**src/mpq_pkg.sv**
```systemverilog
package mpq_pkg;

  // Default number of entries the queue can hold.
  localparam int unsigned CapacityDefault = 16;

  // Fixed field widths of the request and result.
  localparam int unsigned ValueW = 32;
  localparam int unsigned CountW = 5;

  // Request kinds carried by req_type.
  typedef enum logic {
    REQ_INSERT = 1'b0,
    REQ_REMOVE = 1'b1
  } mpq_req_e;

  // Result status codes.
  typedef enum logic [1:0] {
    STATUS_OK    = 2'd0,
    STATUS_FULL  = 2'd1,
    STATUS_EMPTY = 2'd2
  } mpq_status_e;

  // Command broadcast to every cell of the chain.
  typedef struct packed {
    logic                     ins;
    logic                     rem;
    logic signed [ValueW-1:0] value;
  } mpq_cmd_t;

endpackage

```
**src/min_priority_queue.sv**
```systemverilog
// Bounded min priority queue of signed 32-bit values.
// Input channel (in_valid_i / in_ready_o) carries one request: req_type_i
// selects insert of value_i or removal of the smallest entry.
// Output channel (out_valid_o / out_ready_i) returns one result per request:
// the minimum after the operation (0 when empty), the entry count, an empty
// flag and a status (ok, insert dropped on full, remove on empty).
// Entries live in a row of CAPACITY cells kept sorted ascending; each request
// shifts the row by at most one place, so its result is computed in the cycle
// in which it is accepted and appears in the output register on the next cycle.
// Throughput is one request per cycle while the receiver takes results;
// the single output register sets that figure.
// When the receiver stalls, the result is held and a new request is taken
// only in the cycle in which the held result is taken.
// Reset empties the queue and the output register; no clearing pass is needed.
module min_priority_queue #(
  parameter int unsigned CAPACITY = mpq_pkg::CapacityDefault
) (
  input  logic                              clk_i,
  input  logic                              rst_ni,
  input  logic                              in_valid_i,
  output logic                              in_ready_o,
  input  logic                              req_type_i,
  input  logic signed [mpq_pkg::ValueW-1:0] value_i,
  output logic                              out_valid_o,
  input  logic                              out_ready_i,
  output logic signed [mpq_pkg::ValueW-1:0] min_value_o,
  output logic        [mpq_pkg::CountW-1:0] entry_count_o,
  output logic                              is_empty_o,
  output logic        [1:0]                 status_o
);
  import mpq_pkg::*;

  localparam int unsigned CntW = $clog2(CAPACITY + 1);

  logic                     accept;
  logic                     full, empty;
  mpq_cmd_t                 cmd;
  logic        [CntW-1:0]   count_q, count_d;
  logic signed [ValueW-1:0] cell_val [CAPACITY];
  logic [CAPACITY-1:0]      cell_vld, cell_gt;
  logic signed [ValueW-1:0] head_d;
  mpq_status_e              status_d;

  logic                     out_valid_q;
  logic signed [ValueW-1:0] min_value_q;
  logic [CountW-1:0]        entry_count_q;
  logic                     is_empty_q;
  mpq_status_e              status_q;

  // Accept a request whenever the output register is free or being emptied.
  assign in_ready_o = !out_valid_q || out_ready_i;
  assign accept     = in_valid_i && in_ready_o;

  assign full  = (count_q == CntW'(CAPACITY));
  assign empty = (count_q == '0);

  // Command broadcast to the row.
  always_comb begin
    cmd.ins   = accept && (req_type_i == REQ_INSERT) && !full;
    cmd.rem   = accept && (req_type_i == REQ_REMOVE) && !empty;
    cmd.value = value_i;
  end

  // Row of sorted cells; each inner cell sees its two neighbors, an end cell one.
  for (genvar i = 0; i < CAPACITY; i++) begin : g_cell
    logic                     left_gt, left_vld, right_vld;
    logic signed [ValueW-1:0] left_val, right_val;

    if (i == 0) begin : g_first
      assign left_gt  = 1'b0;
      assign left_val = '0;
      assign left_vld = 1'b0;
    end else begin : g_inner_l
      assign left_gt  = cell_gt[i-1];
      assign left_val = cell_val[i-1];
      assign left_vld = cell_vld[i-1];
    end

    if (i == CAPACITY - 1) begin : g_last
      assign right_val = '0;
      assign right_vld = 1'b0;
    end else begin : g_inner_r
      assign right_val = cell_val[i+1];
      assign right_vld = cell_vld[i+1];
    end

    mpq_cell u_cell (
      .clk_i       (clk_i),
      .rst_ni      (rst_ni),
      .cmd_i       (cmd),
      .left_gt_i   (left_gt),
      .left_val_i  (left_val),
      .left_vld_i  (left_vld),
      .right_val_i (right_val),
      .right_vld_i (right_vld),
      .gt_o        (cell_gt[i]),
      .val_o       (cell_val[i]),
      .vld_o       (cell_vld[i])
    );
  end

  // Entry count and status of the request.
  always_comb begin
    count_d  = count_q;
    status_d = STATUS_OK;
    if (cmd.ins) begin
      count_d = count_q + CntW'(1);
    end else if (cmd.rem) begin
      count_d = count_q - CntW'(1);
    end
    if (accept && (req_type_i == REQ_INSERT) && full) begin
      status_d = STATUS_FULL;
    end else if (accept && (req_type_i == REQ_REMOVE) && empty) begin
      status_d = STATUS_EMPTY;
    end
  end

  // Head of the row after this request, which is the minimum.
  always_comb begin
    if (cmd.rem) begin
      head_d = cell_val[1];
    end else if (cmd.ins && cell_gt[0]) begin
      head_d = value_i;
    end else begin
      head_d = cell_val[0];
    end
  end

  always_ff @(posedge clk_i or negedge rst_ni) begin
    if (!rst_ni) begin
      count_q     <= '0;
      out_valid_q <= 1'b0;
    end else begin
      count_q <= count_d;
      if (accept) begin
        out_valid_q <= 1'b1;
      end else if (out_ready_i) begin
        out_valid_q <= 1'b0;
      end
    end
  end

  // Result register.
  always_ff @(posedge clk_i) begin
    if (accept) begin
      min_value_q   <= (count_d == '0) ? '0 : head_d;
      entry_count_q <= CountW'(count_d);
      is_empty_q    <= (count_d == '0);
      status_q      <= status_d;
    end
  end

  assign out_valid_o   = out_valid_q;
  assign min_value_o   = min_value_q;
  assign entry_count_o = entry_count_q;
  assign is_empty_o    = is_empty_q;
  assign status_o      = status_q;

endmodule

```
**src/mpq_cell.sv**
```systemverilog
module mpq_cell (
  input  logic                             clk_i,
  input  logic                             rst_ni,
  input  mpq_pkg::mpq_cmd_t                cmd_i,
  input  logic                             left_gt_i,
  input  logic signed [mpq_pkg::ValueW-1:0] left_val_i,
  input  logic                             left_vld_i,
  input  logic signed [mpq_pkg::ValueW-1:0] right_val_i,
  input  logic                             right_vld_i,
  output logic                             gt_o,
  output logic signed [mpq_pkg::ValueW-1:0] val_o,
  output logic                             vld_o
);
  import mpq_pkg::*;

  logic signed [ValueW-1:0] val_q, val_d;
  logic                     vld_q, vld_d;

  // The new value belongs in front of this cell's entry, or the cell is free.
  assign gt_o = !vld_q || (val_q > cmd_i.value);

  // An insert shifts the tail right from the insertion point; a remove
  // shifts the whole row left by one, dropping the head.
  always_comb begin
    val_d = val_q;
    vld_d = vld_q;
    if (cmd_i.ins) begin
      if (left_gt_i) begin
        val_d = left_val_i;
        vld_d = left_vld_i;
      end else if (gt_o) begin
        val_d = cmd_i.value;
        vld_d = 1'b1;
      end
    end else if (cmd_i.rem) begin
      val_d = right_val_i;
      vld_d = right_vld_i;
    end
  end

  // Entry value needs no reset; the valid bit does.
  always_ff @(posedge clk_i) begin
    val_q <= val_d;
  end

  always_ff @(posedge clk_i or negedge rst_ni) begin
    if (!rst_ni) begin
      vld_q <= 1'b0;
    end else begin
      vld_q <= vld_d;
    end
  end

  assign val_o = val_q;
  assign vld_o = vld_q;

endmodule

```
**config.mk**
```make
export PLATFORM = sky130hd
export DESIGN_NAME = min_priority_queue
export DESIGN_NICKNAME = d
export VERILOG_FILES = /design/src/mpq_pkg.sv /design/src/min_priority_queue.sv /design/src/mpq_cell.sv
export SDC_FILE = /design/constraint.sdc
export NUM_CORES = 2
export LEC_CHECK = 0
export BUFFER_PORTS_ARGS = -buffer_cell sky130_fd_sc_hd__buf_2
export CAP_MARGIN = 20
export CORE_MARGIN = 1.5
export CORE_UTILIZATION = 45
export DETAILED_ROUTE_END_ITERATION = 7
export PLACE_DENSITY = 0.61
export SETUP_SLACK_MARGIN = 0.15
export SLEW_MARGIN = 20
export SYNTH_ARGS = -nofsm -noshare
export SYNTH_HDL_FRONTEND = slang
export SYNTH_SLANG_ARGS = --single-unit
```
**constraint.sdc**
```tcl
create_clock -name clk_i -period 5.9 [get_ports clk_i]
set_input_delay 0.59 -clock clk_i [delete_from_list [all_inputs] [get_ports clk_i]]
set_output_delay 0.59 -clock clk_i [all_outputs]
set_load 0.05 [all_outputs]
```
Word level (Yosys, flattened, before mapping) --
Cells that the tools add are included. Widths: inputs -> output; s select.
Operators by class: add/subtract/negate cells 2, order comparisons 16, equal/unequal tests 17, multiplexer cells 133, bitwise logic cells 1, reduce and logical (&&, ||, !) cells 64
Operators with widths (count):
- $mux 32 | 65
- $gt 32x32->1 | 16
- $mux 1 | 65
- $ne 3x1->1 const B | 15
- $reduce_and 2->1 | 16
- $logic_not 1->1 | 19
- $logic_or 1x1->1 | 17
- $logic_not 5->1 | 2
- $mux 5 | 2
- $logic_and 1x1->1 | 8
- $add 5x1->5 const B | 1
- $eq 5x5->1 const B | 1
- $sub 5x1->5 const B | 1
- $reduce_bool 2->1 | 2
- $mux 2 | 1
- $ne 2x1->1 const B | 1
- $not 1->1 | 1
Storage, ports and cells: bits in registers 574, output and inout bits 42, logic and storage cells 271

Depth between registers and ports, before layout --
depth after elaboration 8, mapped depth 13, depth with buffers taken out 11

Cells and area by module --
From an unflattened synthesis, not the netlist that was laid out.
Second synthesis, totals: cells, all modules 4588, area total of the unflattened synthesis 43465.4 um^2
Modules (own cells, without submodules):
- mpq_cell | times used 16, cells an instance 273, area an instance 2563.7 um^2, sequential area each 985.9 um^2
- min_priority_queue | times used 1, cells an instance 220, area an instance 2446.1 um^2, sequential area each 1351.3 um^2

Worst setup path after synthesis --
OpenSTA, ideal clock, no wires.
kind input port to flip-flop, start point input value_i[29] in the netlist's numbering, end point register g_cell[7].u_cell.val_q[0], enable pin, setup time 441 ps, data arrival time 4526 ps, path slack 933 ps, stages 12, buffers on the path 2, path through inv_1 ha_1 a21o_1 a21oi_1 o21bai_1 a211o_1 o32ai_1 mux2i_1 o21ai_1 buf_2 buf_6 a31oi_1
Between the ends: cells in the longest elaborated chain, start to end 4
RTL lines:
- start, declared | RTL line min_priority_queue.sv:23 | input logic signed [mpq_pkg::ValueW-1:0] value_i,
- $gt 32x32->1 | RTL line mpq_cell.sv:20 | assign gt_o = !vld_q || (val_q > cmd_i.value);
- $logic_or 1x1->1 | RTL line mpq_cell.sv:20
- $ne 3x1->1 (no source line) *
- $reduce_and 2->1 (no source line) *
- end signal, assigned | RTL line mpq_cell.sv:43 | val_q <= val_d;
- end, declared | RTL line mpq_cell.sv:16 | logic signed [ValueW-1:0] val_q, val_d;
Mark *: on every way between the ends. The rest lies on a longest branch, timed or not. A chain may end at the register's enable or synchronous reset.

Worst setup path after layout --
start point input value_i[28] in the netlist's numbering, end point register g_cell[11].u_cell.val_q[20], data pin
Between the ends: cells in the longest elaborated chain, start to end 4
RTL lines:
- $gt 32x32->1 | RTL line mpq_cell.sv:20
- $logic_or 1x1->1 | RTL line mpq_cell.sv:20
- $mux 32 | RTL line mpq_cell.sv:28 | if (left_gt_i) begin
- $mux 32 | RTL line mpq_cell.sv:27 | if (cmd_i.ins) begin
- via g_cell[11].u_cell.val_d[20] | RTL line mpq_cell.sv:16
- end signal, assigned | RTL line mpq_cell.sv:43
- end, declared | RTL line mpq_cell.sv:16
The timed path passes the listed nets, and every way through them passes these cells.

==> metrics.yaml <==
drt:
  postRouteAntennaNets: 0
  vias: 30700
  drt_wl_total_mm: 115
  firstDrtPassIters: 5
  drt_iter0_markers: 2776
  wl_per_cell_um: 22.0
  drc: 0
  drt-vias-per-instance: 5.89
global_route:
  grt_usage: 0.250
  grt_max_degree: 246
  grt_pass1_wl_mm: 177
  antenna_found_initial: 4
  grt_pass1_vias: 29700
  grt-ovfl-total: 0
sta:
  fmax_mhz: 214
  slew_headroom: 0.242
  setup_slack_ns: 1.23
  finalSetupTns_ns: 0
  hold_viol: 0
  finalSetupViolCount: 0
  worst_slew_pin_slew_ns: 1.14
  layout_min_cycle_time_ns: 4.67
  rsz0062_at_grt: "false"
  slew_violations: 0
  holdWs_ns: 0.203
  finalClockSkew_ns: 0.0212
  period_share: 0.792
clock_tree:
  clock_latency_ns: 0.63
  clkSinkCount: 574
  cts_made_buffers: 69
  cts-root-buf: "clkbuf_16"
  cts_setup_buffers: 0
  htreeDepth: 3
  cts_tree: "yes"
  clock_path_buffers: 3
  postCtsResizedCells: 0
  cts.clk_slew.worst_paths_ns: 0.06
floorplanning:
  coreArea_mm2: 0.0882
  die_area_mm2: 0.0908
  rows: 109
  die_w_um: 301
  pin_count: 79
  initial_core_util: 0.454
  die_h_um: 301
pwr:
  p_total_w: 0.0148
  p_leak_nw: 19.5
  ir_drop_uv: 263
  power_density_mw_per_mm2: 336
synthesis:
  ys_ff_latch: 574
  ys_types: 83
  synth_flop_cell: "edfxtp_1"
  postSynth.asyncResetShare: 0.0383
  avgSynthCellArea_um2: 10.1
  synth_edf_count: 552
  synthCells: 3966
  yosysSeqAreaShare: 0.428
  yosys_warnings: 0
  syn_area_mm2: 0.0400
  synth.net_count: 4517
status:
  status: "complete, no violations"
final_layout:
  areaGrowthSynthToFinish_pct: 10.2
  final-instance-count-excl-fill: 5215
  drive_gt1_frac: 0.0823
  nNetsFinal: 4545
worst_setup_path:
  critPathLaunchType: "input port"
  cp_max_fo: 18
  worst_ep_required_time_ns: 6.37
  cp.arrival_ns: 5.14
  worstSetupPathType: "in -> reg"
  cp-end-kind: "register"
placed_design:
  dp.cells: 5085
  pre_cts_slack_ns: 0.684
  port_buffers: 78
  place_hpwl_mm: 85.1
  gp_congestion: 0.905
run:
  max_cap_viol_count: 0
worst_hold_path:
  hold_class: "in -> reg"
critical path, cell delays in order:
cell and delay [ns]:
buf_2 0.31, inv_1 0.52, ha_1 0.51, nand4_1 0.40, nor4_1 0.97, a21oi_1 0.18, a21oi_1 0.23, a311o_1 0.16
o311ai_2 0.09, nand2_1 0.54, buf_4 0.37, nand2_1 0.08, a21oi_1 0.14
synth_stat cells (all sizes together) (6+ instances only):
| cell type | count | share of area |
|---|---|---|
| a2111oi | 23 | 0.0067 |
| o22ai | 7 | 0.0011 |
| edfxtp | 552 | 0.41 |
| inv | 75 | 0.0070 |
| and3 | 11 | 0.0017 |
| clkbuf | 121 | 0.012 |
| nor4 | 16 | 0.0029 |
| o21a | 12 | 0.0022 |
| nand2 | 585 | 0.055 |
| o21ai | 473 | 0.059 |
| a22oi | 17 | 0.0032 |
| a211o | 6 | 0.0013 |
| mux2i | 385 | 0.096 |
| and4 | 7 | 0.0015 |
| dfrtp | 22 | 0.014 |
| nor3 | 41 | 0.0052 |
| nor2b | 27 | 0.0042 |
| a21o | 114 | 0.021 |
| a211oi | 16 | 0.0031 |
| nand2b | 11 | 0.0018 |
| nand3 | 34 | 0.0042 |
| a21oi | 347 | 0.044 |
| a31oi | 19 | 0.0030 |
| nand4 | 112 | 0.017 |
| nor2 | 221 | 0.021 |
| ha | 514 | 0.16 |
| buf | 110 | 0.018 |
| o211ai | 18 | 0.0035 |
| o221ai | 8 | 0.0017 |
per-layer routing:
layer	track usage	wire, µm	vias to the layer above
met4	0.0912	3840	0
met2	0.419	54800	931
met3	0.0262	5690	196
li1	-	-	14900
met5	0	0	-
met1	0.333	50400	14600
where the power goes:
group / total, W / leakage [nW] / internal (W) / switching [W]
sequential: 0.00595 / 5.51 / 0.00536 / 0.000594
clock: 0.00413 / 1.02 / 0.00236 / 0.00177
combinational: 0.00476 / 13.0 / 0.00186 / 0.00290
total: 0.0148 / 19.5 / 0.00958 / 0.00526
timing repair:
action | CTS | global route
endpoints found under the setup margin | 0 | 0
endpoints found under the hold margin | 22 | 0
hold buffers | 1 | 0
through the flow:
stage	instance area [µm²]	utilization
after CTS	44000	0.499
after floorplan	40000	-
after detailed placement	41900	0.475
after global routing	44100	0.500
final	44100	0.500
after global placement	41900	0.475
cells in the final DEF (no fill, tap or decap), types with 27 or more instances in the layout:
| cell type | instances |
|---|---|
| nand4_1 | 112 |
| nand2_1 | 585 |
| a21o_1 | 114 |
| o21ai_0 | 151 |
| clkbuf_1 | 27 |
| a21oi_1 | 337 |
| ha_1 | 514 |
| mux2i_1 | 385 |
| inv_1 | 73 |
| nor2_1 | 210 |
| nand3_1 | 34 |
| buf_2 | 78 |
| clkbuf_16 | 71 |
| o21ai_1 | 319 |
| buf_4 | 96 |
| edfxtp_1 | 552 |
| nor3_1 | 40 |
state kept, by name, summed over array words and instances, names as in the netlist:
name                 count
count_q                  5
entry_count_o            5
g_cell.u_cell.val_o    512
g_cell.u_cell.vld_o     16
is_empty_o               1
min_value_o             32
out_valid_o              1
status_o                 2
worst paths after layout:
check | startpoint | endpoint | slack, ns | cells past startpoint
min in group asynchronous | rst_ni | count_q[3] | 0.50 | 2
max in group asynchronous | rst_ni | g_cell[14].u_cell.vld_o | 4.99 | 2
max | value_i[28] | g_cell[11].u_cell.val_o[20] | 1.23 | 13
max reg2reg | g_cell[10].u_cell.val_o[25] | g_cell[11].u_cell.val_o[20] | 1.72 | 11
min | in_valid_i | out_valid_o | 0.20 | 2
min reg2reg | out_valid_o | out_valid_o | 0.56 | 2
area by class of cell:
type,count,area [µm²]
Antenna cell,3,7.51
Timing Repair Buffer,188,1400
Clock buffer,99,1890
Fill cell,8104,44100
Sequential cell,574,17100
Multi-Input combinational cell,3086,21700
Tap cell,1165,1460
Inverter,75,282
Clock inverter,25,209
logic make-up (layout without fill, tap and decap cells):
group           Yosys count  in the layout  synth area share
flops                   574            574             0.428
other cells               0              3                 0
xor+xnor                  3              3          0.000656
simple gates           1085           1085             0.119
compound gates         1098           1098             0.159
buf+inv                 306            387            0.0368
mux                     386            386            0.0965
fa+ha+maj               514            514             0.161
(Power assumes the default switching activity.)
